$ cat src/hdl/itr_pkg.sv
// Shared types, constants and helper functions for the integer-to-text block.
// Used by the divider, the output sequencer and the top level; depends on nothing else.
package itr_pkg;

	localparam int VALUE_W     = 64;
	localparam int NARROW_W    = 32;
	localparam int DIGITS_MAX  = 64;
	localparam int DIGIT_W     = 4;
	localparam int RADIX_W     = 5;
	localparam int CHAR_W      = 7;
	localparam int ADDR_W      = $clog2(DIGITS_MAX);
	localparam int COUNT_W     = ADDR_W + 1;
	localparam int BITCNT_W    = $clog2(VALUE_W);

	localparam logic [RADIX_W-1:0] RADIX_RESET = 5'd10;
	localparam logic [RADIX_W-1:0] RADIX_MIN   = 5'd2;
	localparam logic [RADIX_W-1:0] RADIX_MAX   = 5'd16;

	// Register index decoded from paddr[2].
	localparam logic REG_RADIX = 1'b0;

	localparam logic [CHAR_W-1:0] CHAR_MINUS  = 7'h2d;
	localparam logic [CHAR_W-1:0] CHAR_ZERO   = 7'h30;
	localparam logic [CHAR_W-1:0] CHAR_A      = 7'h61;
	localparam logic [CHAR_W-1:0] CHAR_ERROR  = 7'h00;

	localparam logic [VALUE_W-1:0] MOST_NEG_WIDE = 64'h8000_0000_0000_0000;

	typedef struct packed {
		logic load;
		logic step;
		logic first;
	} div_ctl_t;

	typedef struct packed {
		logic               start;
		logic               err;
		logic               neg;
		logic [COUNT_W-1:0] count;
	} out_cmd_t;

	function automatic logic [RADIX_W-1:0] eff_radix(input logic [RADIX_W-1:0] r);
		logic [RADIX_W-1:0] res;
		if (r < RADIX_MIN) begin
			res = RADIX_MIN;
		end else if (r > RADIX_MAX) begin
			res = RADIX_MAX;
		end else begin
			res = r;
		end
		return res;
	endfunction

	function automatic logic [CHAR_W-1:0] digit_char(input logic [DIGIT_W-1:0] d);
		logic [CHAR_W-1:0] res;
		if (d < 4'd10) begin
			res = CHAR_ZERO + {3'b000, d};
		end else begin
			res = CHAR_A + {3'b000, d} - 7'd10;
		end
		return res;
	endfunction

endpackage

$ cat src/hdl/itr_ram.sv
// Generic single-write, single-read RAM with a registered read port.
// Holds the digits of one number; depends on nothing else.
module itr_ram #(
	parameter int WIDTH = 4,
	parameter int DEPTH = 64
) (
	input  logic                     clk,
	input  logic                     we,
	input  logic [$clog2(DEPTH)-1:0] waddr,
	input  logic [WIDTH-1:0]         wdata,
	input  logic                     re,
	input  logic [$clog2(DEPTH)-1:0] raddr,
	output logic [WIDTH-1:0]         rdata
);

	logic [WIDTH-1:0] mem_q [DEPTH];

	always_ff @(posedge clk) begin
		if (we) begin
			mem_q[waddr] <= wdata;
		end
		if (re) begin
			rdata <= mem_q[raddr];
		end
	end

endmodule

$ cat src/hdl/itr_div.sv
// Bit-serial divider by the radix: one quotient bit per cycle while ctl.step is set, remainder is the digit.
// Depends on itr_pkg.
module itr_div (
	input  logic                               clk,
	input  logic                               arst_n,
	input  itr_pkg::div_ctl_t                  ctl,
	input  logic [itr_pkg::VALUE_W-1:0]        mag,
	input  logic                               wide,
	input  logic [itr_pkg::RADIX_W-1:0]        radix,
	output logic [itr_pkg::DIGIT_W-1:0]        digit,
	output logic                               quot_nz
);

	logic [itr_pkg::VALUE_W-1:0] quot_q;
	logic [itr_pkg::DIGIT_W-1:0] rem_q;
	logic                        qnz_q;

	logic [itr_pkg::DIGIT_W-1:0] rem_in;
	logic                        msb;
	logic [itr_pkg::RADIX_W-1:0] trial;
	logic                        qbit;
	logic [itr_pkg::RADIX_W-1:0] diff;
	logic [itr_pkg::VALUE_W-1:0] quot_nxt;

	always_comb begin
		rem_in = ctl.first ? '0 : rem_q;
		msb    = wide ? quot_q[itr_pkg::VALUE_W-1] : quot_q[itr_pkg::NARROW_W-1];
		trial  = {rem_in, msb};
		qbit   = (trial >= radix);
		diff   = trial - radix;
		digit  = qbit ? diff[itr_pkg::DIGIT_W-1:0] : trial[itr_pkg::DIGIT_W-1:0];
		quot_nz = (ctl.first ? 1'b0 : qnz_q) | qbit;
		// In 32-bit mode the upper half is kept clear so the quotient stays narrow.
		if (wide) begin
			quot_nxt = {quot_q[itr_pkg::VALUE_W-2:0], qbit};
		end else begin
			quot_nxt = {{(itr_pkg::VALUE_W-itr_pkg::NARROW_W){1'b0}},
				quot_q[itr_pkg::NARROW_W-2:0], qbit};
		end
	end

	always_ff @(posedge clk or negedge arst_n) begin
		if (!arst_n) begin
			rem_q <= '0;
			qnz_q <= 1'b0;
		end else if (ctl.step) begin
			rem_q <= digit;
			qnz_q <= quot_nz;
		end
	end

	always_ff @(posedge clk) begin
		if (ctl.load) begin
			quot_q <= mag;
		end else if (ctl.step) begin
			quot_q <= quot_nxt;
		end
	end

endmodule

$ cat src/hdl/itr_out.sv
// Output sequencer: reads stored digits back most significant first and drives the
// result stream through an output register. Depends on itr_pkg.
module itr_out (
	input  logic                               clk,
	input  logic                               arst_n,
	input  itr_pkg::out_cmd_t                  cmd,
	output logic                               rd_en,
	output logic [itr_pkg::ADDR_W-1:0]         rd_addr,
	input  logic [itr_pkg::DIGIT_W-1:0]        rd_data,
	output logic                               busy,
	output logic                               m_tvalid,
	input  logic                               m_tready,
	output logic [7:0]                         m_tdata,  // [6:0] character, [7] zero
	output logic                               m_tlast,
	output logic                               m_tuser   // [0] error
);

	logic                          err_pend_q;
	logic                          sign_pend_q;
	logic [itr_pkg::COUNT_W-1:0]   rd_cnt_q;
	logic                          rd_pend_q;
	logic                          rd_last_q;
	logic                          out_valid_q;
	logic [itr_pkg::CHAR_W-1:0]    out_char_q;
	logic                          out_last_q;
	logic                          out_err_q;

	logic                          can_load;
	logic                          load_err;
	logic                          load_sign;
	logic                          load_dig;
	logic [itr_pkg::COUNT_W-1:0]   rd_idx;

	always_comb begin
		can_load  = !out_valid_q || m_tready;
		load_err  = err_pend_q && can_load;
		load_sign = !err_pend_q && sign_pend_q && can_load;
		load_dig  = !err_pend_q && !sign_pend_q && rd_pend_q && can_load;
		// The RAM read data holds when no read is issued, so a stalled digit waits there.
		rd_en     = (rd_cnt_q != '0) && (!rd_pend_q || load_dig);
		rd_idx    = rd_cnt_q - 1'b1;
		rd_addr   = rd_idx[itr_pkg::ADDR_W-1:0];
		busy      = err_pend_q || sign_pend_q || (rd_cnt_q != '0) || rd_pend_q;
	end

	always_ff @(posedge clk or negedge arst_n) begin
		if (!arst_n) begin
			err_pend_q  <= 1'b0;
			sign_pend_q <= 1'b0;
			rd_cnt_q    <= '0;
			rd_pend_q   <= 1'b0;
			rd_last_q   <= 1'b0;
			out_valid_q <= 1'b0;
			out_char_q  <= '0;
			out_last_q  <= 1'b0;
			out_err_q   <= 1'b0;
		end else begin
			if (cmd.start) begin
				err_pend_q  <= cmd.err;
				sign_pend_q <= cmd.neg;
				rd_cnt_q    <= cmd.err ? '0 : cmd.count;
			end else begin
				if (load_err) begin
					err_pend_q <= 1'b0;
				end
				if (load_sign) begin
					sign_pend_q <= 1'b0;
				end
				if (rd_en) begin
					rd_cnt_q <= rd_idx;
				end
			end
			if (rd_en) begin
				rd_pend_q <= 1'b1;
				rd_last_q <= (rd_cnt_q == itr_pkg::COUNT_W'(1));
			end else if (load_dig) begin
				rd_pend_q <= 1'b0;
			end

			if (load_err) begin
				out_valid_q <= 1'b1;
				out_char_q  <= itr_pkg::CHAR_ERROR;
				out_last_q  <= 1'b1;
				out_err_q   <= 1'b1;
			end else if (load_sign) begin
				out_valid_q <= 1'b1;
				out_char_q  <= itr_pkg::CHAR_MINUS;
				out_last_q  <= 1'b0;
				out_err_q   <= 1'b0;
			end else if (load_dig) begin
				out_valid_q <= 1'b1;
				out_char_q  <= itr_pkg::digit_char(rd_data);
				out_last_q  <= rd_last_q;
				out_err_q   <= 1'b0;
			end else if (m_tready) begin
				out_valid_q <= 1'b0;
			end
		end
	end

	assign m_tvalid = out_valid_q;
	assign m_tdata  = {1'b0, out_char_q};
	assign m_tlast  = out_last_q;
	assign m_tuser  = out_err_q;

endmodule

$ cat src/hdl/integer_to_radix_text.sv
// A W-bit operand (W = 32 or 64) with D digits is divided serially by the single-bit
// remainder/quotient loop of the divider, one digit after another; the digits are then
// read back from the RAM into the output register, and the minus sign leaves sooner.
// Items are taken only in idle; characters leave one per cycle while m_tready is high.
// Reset clears control state and sets radix to 10; the digit RAM is not cleared.
module integer_to_radix_text (
	input  logic        clk,
	input  logic        arst_n,
	input  logic        s_tvalid,
	output logic        s_tready,
	input  logic [63:0] s_tdata,   // [63:0] value_bits
	input  logic [1:0]  s_tuser,   // [0] is_signed, [1] is_wide
	output logic        m_tvalid,
	input  logic        m_tready,
	output logic [7:0]  m_tdata,   // [6:0] character, [7] zero
	output logic        m_tlast,   // last
	output logic        m_tuser,   // [0] error
	input  logic        psel,
	input  logic        penable,
	input  logic        pwrite,
	input  logic [2:0]  paddr,
	input  logic [31:0] pwdata,
	output logic [31:0] prdata,
	output logic        pready
);

	typedef enum logic [1:0] {
		ST_IDLE,
		ST_DIV,
		ST_OUT
	} state_t;

	state_t                          state_q;
	logic [itr_pkg::RADIX_W-1:0]     radix_q;
	logic [itr_pkg::BITCNT_W-1:0]    bit_cnt_q;
	logic                            first_q;
	logic                            wide_q;
	logic                            neg_q;
	logic [itr_pkg::COUNT_W-1:0]     n_q;

	logic                            accept;
	logic                            in_signed;
	logic                            in_wide;
	logic                            in_neg;
	logic                            in_err;
	logic [itr_pkg::NARROW_W-1:0]    low;
	logic [itr_pkg::NARROW_W-1:0]    low_mag;
	logic [itr_pkg::VALUE_W-1:0]     mag;
	logic [itr_pkg::BITCNT_W-1:0]    bit_top;
	logic                            digit_done;

	itr_pkg::div_ctl_t               div_ctl;
	itr_pkg::out_cmd_t               out_cmd;
	logic [itr_pkg::DIGIT_W-1:0]     digit;
	logic                            quot_nz;
	logic                            rd_en;
	logic [itr_pkg::ADDR_W-1:0]      rd_addr;
	logic [itr_pkg::DIGIT_W-1:0]     rd_data;
	logic                            out_busy;
	logic                            cfg_wr;

	assign pready = 1'b1;
	assign cfg_wr = psel && penable && pwrite && pready && (paddr[2] == itr_pkg::REG_RADIX);
	assign prdata = (paddr[2] == itr_pkg::REG_RADIX) ? {27'b0, radix_q} : '0;

	assign s_tready = (state_q == ST_IDLE);
	assign accept   = s_tvalid && s_tready;

	always_comb begin
		in_signed = s_tuser[0];
		in_wide   = s_tuser[1];
		low       = s_tdata[itr_pkg::NARROW_W-1:0];
		low_mag   = low[itr_pkg::NARROW_W-1] ? (~low + 1'b1) : low;
		if (in_wide) begin
			in_neg = in_signed && s_tdata[itr_pkg::VALUE_W-1];
			mag    = in_neg ? (~s_tdata + 1'b1) : s_tdata;
		end else begin
			in_neg = in_signed && low[itr_pkg::NARROW_W-1];
			mag    = {{(itr_pkg::VALUE_W-itr_pkg::NARROW_W){1'b0}}, in_neg ? low_mag : low};
		end
		in_err  = in_signed && in_wide && (s_tdata == itr_pkg::MOST_NEG_WIDE);
		bit_top = in_wide ? itr_pkg::BITCNT_W'(itr_pkg::VALUE_W - 1)
			: itr_pkg::BITCNT_W'(itr_pkg::NARROW_W - 1);

		digit_done    = (state_q == ST_DIV) && (bit_cnt_q == '0);
		div_ctl.load  = accept && !in_err;
		div_ctl.step  = (state_q == ST_DIV);
		div_ctl.first = first_q;

		out_cmd.start = (accept && in_err) || (digit_done && !quot_nz);
		out_cmd.err   = (state_q == ST_IDLE);
		// The error transaction stands alone, so no sign is queued with it.
		out_cmd.neg   = neg_q && (state_q != ST_IDLE);
		out_cmd.count = n_q + 1'b1;
	end

	always_ff @(posedge clk or negedge arst_n) begin
		if (!arst_n) begin
			state_q   <= ST_IDLE;
			radix_q   <= itr_pkg::RADIX_RESET;
			bit_cnt_q <= '0;
			first_q   <= 1'b0;
			wide_q    <= 1'b0;
			neg_q     <= 1'b0;
			n_q       <= '0;
		end else begin
			if (cfg_wr) begin
				radix_q <= pwdata[itr_pkg::RADIX_W-1:0];
			end
			unique case (state_q)
				ST_IDLE: begin
					if (accept) begin
						wide_q    <= in_wide;
						neg_q     <= in_neg;
						bit_cnt_q <= bit_top;
						first_q   <= 1'b1;
						n_q       <= '0;
						state_q   <= in_err ? ST_OUT : ST_DIV;
					end
				end
				ST_DIV: begin
					if (bit_cnt_q == '0) begin
						// A digit is complete; stop once the quotient has reached zero.
						n_q       <= n_q + 1'b1;
						first_q   <= 1'b1;
						bit_cnt_q <= wide_q ? itr_pkg::BITCNT_W'(itr_pkg::VALUE_W - 1)
							: itr_pkg::BITCNT_W'(itr_pkg::NARROW_W - 1);
						if (!quot_nz) begin
							state_q <= ST_OUT;
						end
					end else begin
						first_q   <= 1'b0;
						bit_cnt_q <= bit_cnt_q - 1'b1;
					end
				end
				ST_OUT: begin
					if (!out_busy) begin
						state_q <= ST_IDLE;
					end
				end
				default: begin
					state_q <= ST_IDLE;
				end
			endcase
		end
	end

	itr_div u_div (
		.clk     (clk),
		.arst_n  (arst_n),
		.ctl     (div_ctl),
		.mag     (mag),
		.wide    (wide_q),
		.radix   (itr_pkg::eff_radix(radix_q)),
		.digit   (digit),
		.quot_nz (quot_nz)
	);

	itr_ram #(
		.WIDTH (itr_pkg::DIGIT_W),
		.DEPTH (itr_pkg::DIGITS_MAX)
	) u_ram (
		.clk   (clk),
		.we    (digit_done),
		.waddr (n_q[itr_pkg::ADDR_W-1:0]),
		.wdata (digit),
		.re    (rd_en),
		.raddr (rd_addr),
		.rdata (rd_data)
	);

	itr_out u_out (
		.clk      (clk),
		.arst_n   (arst_n),
		.cmd      (out_cmd),
		.rd_en    (rd_en),
		.rd_addr  (rd_addr),
		.rd_data  (rd_data),
		.busy     (out_busy),
		.m_tvalid (m_tvalid),
		.m_tready (m_tready),
		.m_tdata  (m_tdata),
		.m_tlast  (m_tlast),
		.m_tuser  (m_tuser)
	);

endmodule

$ cat config.mk
export PLATFORM = sky130hd
export DESIGN_NAME = integer_to_radix_text
export DESIGN_NICKNAME = d
export VERILOG_FILES = /design/src/hdl/itr_pkg.sv /design/src/hdl/itr_ram.sv /design/src/hdl/itr_div.sv /design/src/hdl/itr_out.sv /design/src/hdl/integer_to_radix_text.sv
export SDC_FILE = /design/constraint.sdc
export NUM_CORES = 1
export LEC_CHECK = 0
export BUFFER_PORTS_ARGS = -buffer_cell sky130_fd_sc_hd__buf_2
export CORE_MARGIN = 4
export CORE_UTILIZATION = 40
export CTS_BUF_LIST = sky130_fd_sc_hd__clkbuf_8 sky130_fd_sc_hd__clkbuf_16
export CTS_CLUSTER_SIZE = 14
export DETAILED_ROUTE_END_ITERATION = 6
export PLACE_DENSITY = 0.69
export SLEW_MARGIN = 20
export SYNTH_ARGS = -nofsm -noshare
export SYNTH_HDL_FRONTEND = slang
export SYNTH_SLANG_ARGS = --single-unit
$ cat constraint.sdc
create_clock -name clk -period 4.5 [get_ports clk]
set_input_delay 0.45 -clock clk [delete_from_list [all_inputs] [get_ports clk]]
set_output_delay 0.45 -clock clk [all_outputs]
set_load 0.03 [all_outputs]
==> results.json <==
{
  "outcome": "complete, no violations",
  "p_leak_nw": 6.75,
  "grt_pass1_vias": 10300,
  "globalRouteTotalUtil": 0.154,
  "ys_seq_elements": 373,
  "rows": 76,
  "final_area_um2": 19700,
  "fin_crit_sh": 0.811,
  "synth_flop_cell": "edfxtp_1",
  "p_seq_frac": 0.415,
  "core_area_um2": 43100,
  "syn2layout_area_growth_pct": 13.2,
  "slew_viol_final": 0,
  "antenna_found_initial": 1,
  "yosys-top-cells-count": "edfxtp_1, nor2_1, nand2_1",
  "via_count": 10400,
  "rsz0062_at_grt": "false",
  "diodes": 0,
  "arrival_ns": 4.05,
  "power_density_nw_per_um2": 696,
  "io_pins": 153,
  "fin_crit_ns": 3.65,
  "drc": 0,
  "dr.pass1.iters": 5,
  "yosysUniqueCellTypes": 68,
  "path_cells": "nor2_1 -> o21ai_0 -> ha_1 -> nor2b_1 -> o21a_1 -> nor4_1 -> or2_2 -> mux2_2 -> buf_4 -> mux2_2",
  "critPathMaxFanout": 22,
  "pre_cts_slack_ns": 0.854,
  "clk-insertion-delay-late_ns": 0.53,
  "dp.cells": 1848,
  "synth_edf_count": 324,
  "globalRouteOverflowTotal": 0,
  "drive_above_1_share": 0.225,
  "hold_violations": 0,
  "critPathMostFrequentCell": "mux2_2",
  "gp_congestion": 0.875,
  "cts_root_buffer": "clkbuf_16",
  "synth.area.top_cells": "edfxtp_1, mux4_2, dfrtp_1",
  "post_dp_cell_area_um2": 18400,
  "clock_path_buffers": 3,
  "ctsHoldBuffers": 0,
  "relSlewSlack": 0.344,
  "ys_async_sr_fraction": 0.131,
  "power.internal_mw": 9.21,
  "hold_path_class": "in2async",
  "syn_avg_cell_area_um2": 14.3,
  "ant_nets": 0,
  "cts_tree": "done",
  "yosysWarnings": 0,
  "cts-resized-gates": 0,
  "syn_inst": 1216,
  "avgViaCountPerCell": 5.42,
  "cp-end-kind": "flip-flop",
  "grt_pass1_wl_mm": 58.1,
  "cts_max_level": 2,
  "path_class": "reg2reg",
  "p_switching_mw": 4.52,
  "pwr-share-clk": 0.232,
  "cts_setup_buffers": 0,
  "synth-seq-area-share": 0.629,
  "first_iter_violations": 903,
  "routed_wl_mm": 36.8,
  "die_width_um": 217,
  "synth_top_cell_by_area": "edfxtp_1",
  "finalNonFillerCells": 1918,
  "cts.sinks": 373,
  "p_sw_frac": 0.329,
  "setup_tns_ns": 0,
  "wl_per_cell_um": 19.2,
  "ir_drop_uv": 534,
  "worst_pin_slew_ns": 0.981,
  "cap_violations": 0,
  "synth.most_common_cell": "edfxtp_1",
  "slowest_stage": "dfstp_2",
  "skew_ns": 0.0203,
  "fmax_ghz": 0.274,
  "cp.required_ns": 4.90,
  "cts_buffers": 39,
  "nFillCells": 3683,
  "start_util": 0.405,
  "syn-cell-area_um2": 17400,
  "nets": 1425,
  "pwr-share-comb": 0.353,
  "hpwlAfterDp_mm": 25.0,
  "synth.top_cell.area_share": 0.558,
  "die_y_um": 217,
  "cp-start-kind": "flip-flop",
  "worst_slack_ns": 0.851,
  "numPortBuffers": 94,
  "report.final.setup_viol": 0,
  "dieArea_um2": 47000,
  "cpPeakStageDelay_ns": 0.56,
  "grt_max_degree": 66,
  "path_clk_slew_ns": 0.06
}
worst max-delay path: cells and delay by family (launching register included):
family          cells  cell delay, ns
fa+ha+maj           1            0.32
buf+inv             1            0.29
flops               1            0.56
mux                 2            0.85
compound gates      2            0.55
simple gates        4            0.96
stage by stage:
stage          power [mW]  hold slack [ns]   util
3_3_place_gp         10.4            0.468  0.428
6_report             13.7           0.0292  0.458
3_5_place_dp         10.7            0.471  0.428
2_1_floorplan        9.06            0.154      -
5_1_grt              14.5           0.0970  0.458
4_1_cts              13.9           0.0517  0.458
final cells by class:
class | instances | area [um2] | area share
tap | 585 | 732 | 0.0371
timing repair buffer | 112 | 631 | 0.0320
clock buffer | 40 | 990 | 0.0502
sequential | 373 | 11000 | 0.556
inverter | 20 | 75.1 | 0.00381
clock inverter | 30 | 288 | 0.0146
multi-input combinational | 758 | 6050 | 0.307
path summary, 6_finish.rpt:
check	endpoint	slack, ns	cells after the start	from
setup / recovery	u_div.rem_q[1]	0.85	10	radix_q[3]
hold / removal	bit_cnt_q[2]	0.03	2	arst_n
setup reg to reg	u_div.rem_q[1]	0.85	10	radix_q[3]
hold reg to reg	neg_q	0.48	2	neg_q
max in group asynchronous	u_out.rd_cnt_q[0]	3.98	2	arst_n
min in group clk	radix_q[1]	0.16	2	pwdata[1]
power by group through the flow:
stage / logic (mW) / registers (mW) / clock network (mW)
floorplan: 3.39 / 5.67 / 0
global placement: 4.70 / 5.75 / 0
detailed placement: 4.89 / 5.76 / 0
CTS: 4.91 / 5.70 / 3.26
global route: 5.30 / 5.77 / 3.40
finish: 4.85 / 5.69 / 3.19
sequential cells by signal (all words and copies together), names as in the netlist, 2 cells and up:
name,cells
radix_q,5
u_div.quot_q,64
u_ram.mem_q,256
u_out.out_char_q,7
bit_cnt_q,6
u_div.rem_q,4
u_out.rd_cnt_q,7
n_q,7
state_q,2
u_ram.rdata,4
layout by cell type, fill, tap and decap left out, types with 6 or more instances in the layout:
cell type,netlist,layout
a31oi_1,14,14
dfrtp_1,47,46
xor2_1,27,27
or3_1,8,8
mux2_2,11,11
nand2b_1,8,8
mux4_2,80,80
nor2b_1,15,15
xnor2_1,52,50
ha_1,12,11
or2_2,7,7
nor2_1,121,121
o21ai_0,60,60
o2bb2ai_2,10,10
buf_2,4,94
buf_4,35,16
clkinv_1,0,8
nand2_1,87,86
inv_1,20,24
nand3_1,20,20
nand3b_1,6,6
o22ai_1,8,8
o31ai_1,8,8
clkbuf_16,0,39
edfxtp_1,324,324
conb_1,2,29
o2bb2ai_1,22,21
a22oi_1,9,9
a21oi_1,35,35
nor4_1,12,12
nor3_1,22,22
cells by family after synthesis:
| group | count (synthesis) | synth area share |
|---|---|---|
| xor gates and xnor gates | 79 | 0.0397 |
| adders and majority gates | 13 | 0.00976 |
| and+or+nand+nor | 344 | 0.0967 |
| AOI/OAI and AO/OA | 196 | 0.0772 |
| other | 2 | 0.000431 |
| buffers and inverters | 112 | 0.0337 |
| muxes | 97 | 0.114 |
| DFF | 373 | 0.629 |
routing by layer:
metal	vias to the layer above	wire length (um)	global-route usage
met5	-	0	0
met4	0	752	0.0410
met3	54	2200	0.0215
met2	340	18200	0.257
met1	5200	15700	0.216
li1	4804	-	-
Power figures use the tool's default switching activity.
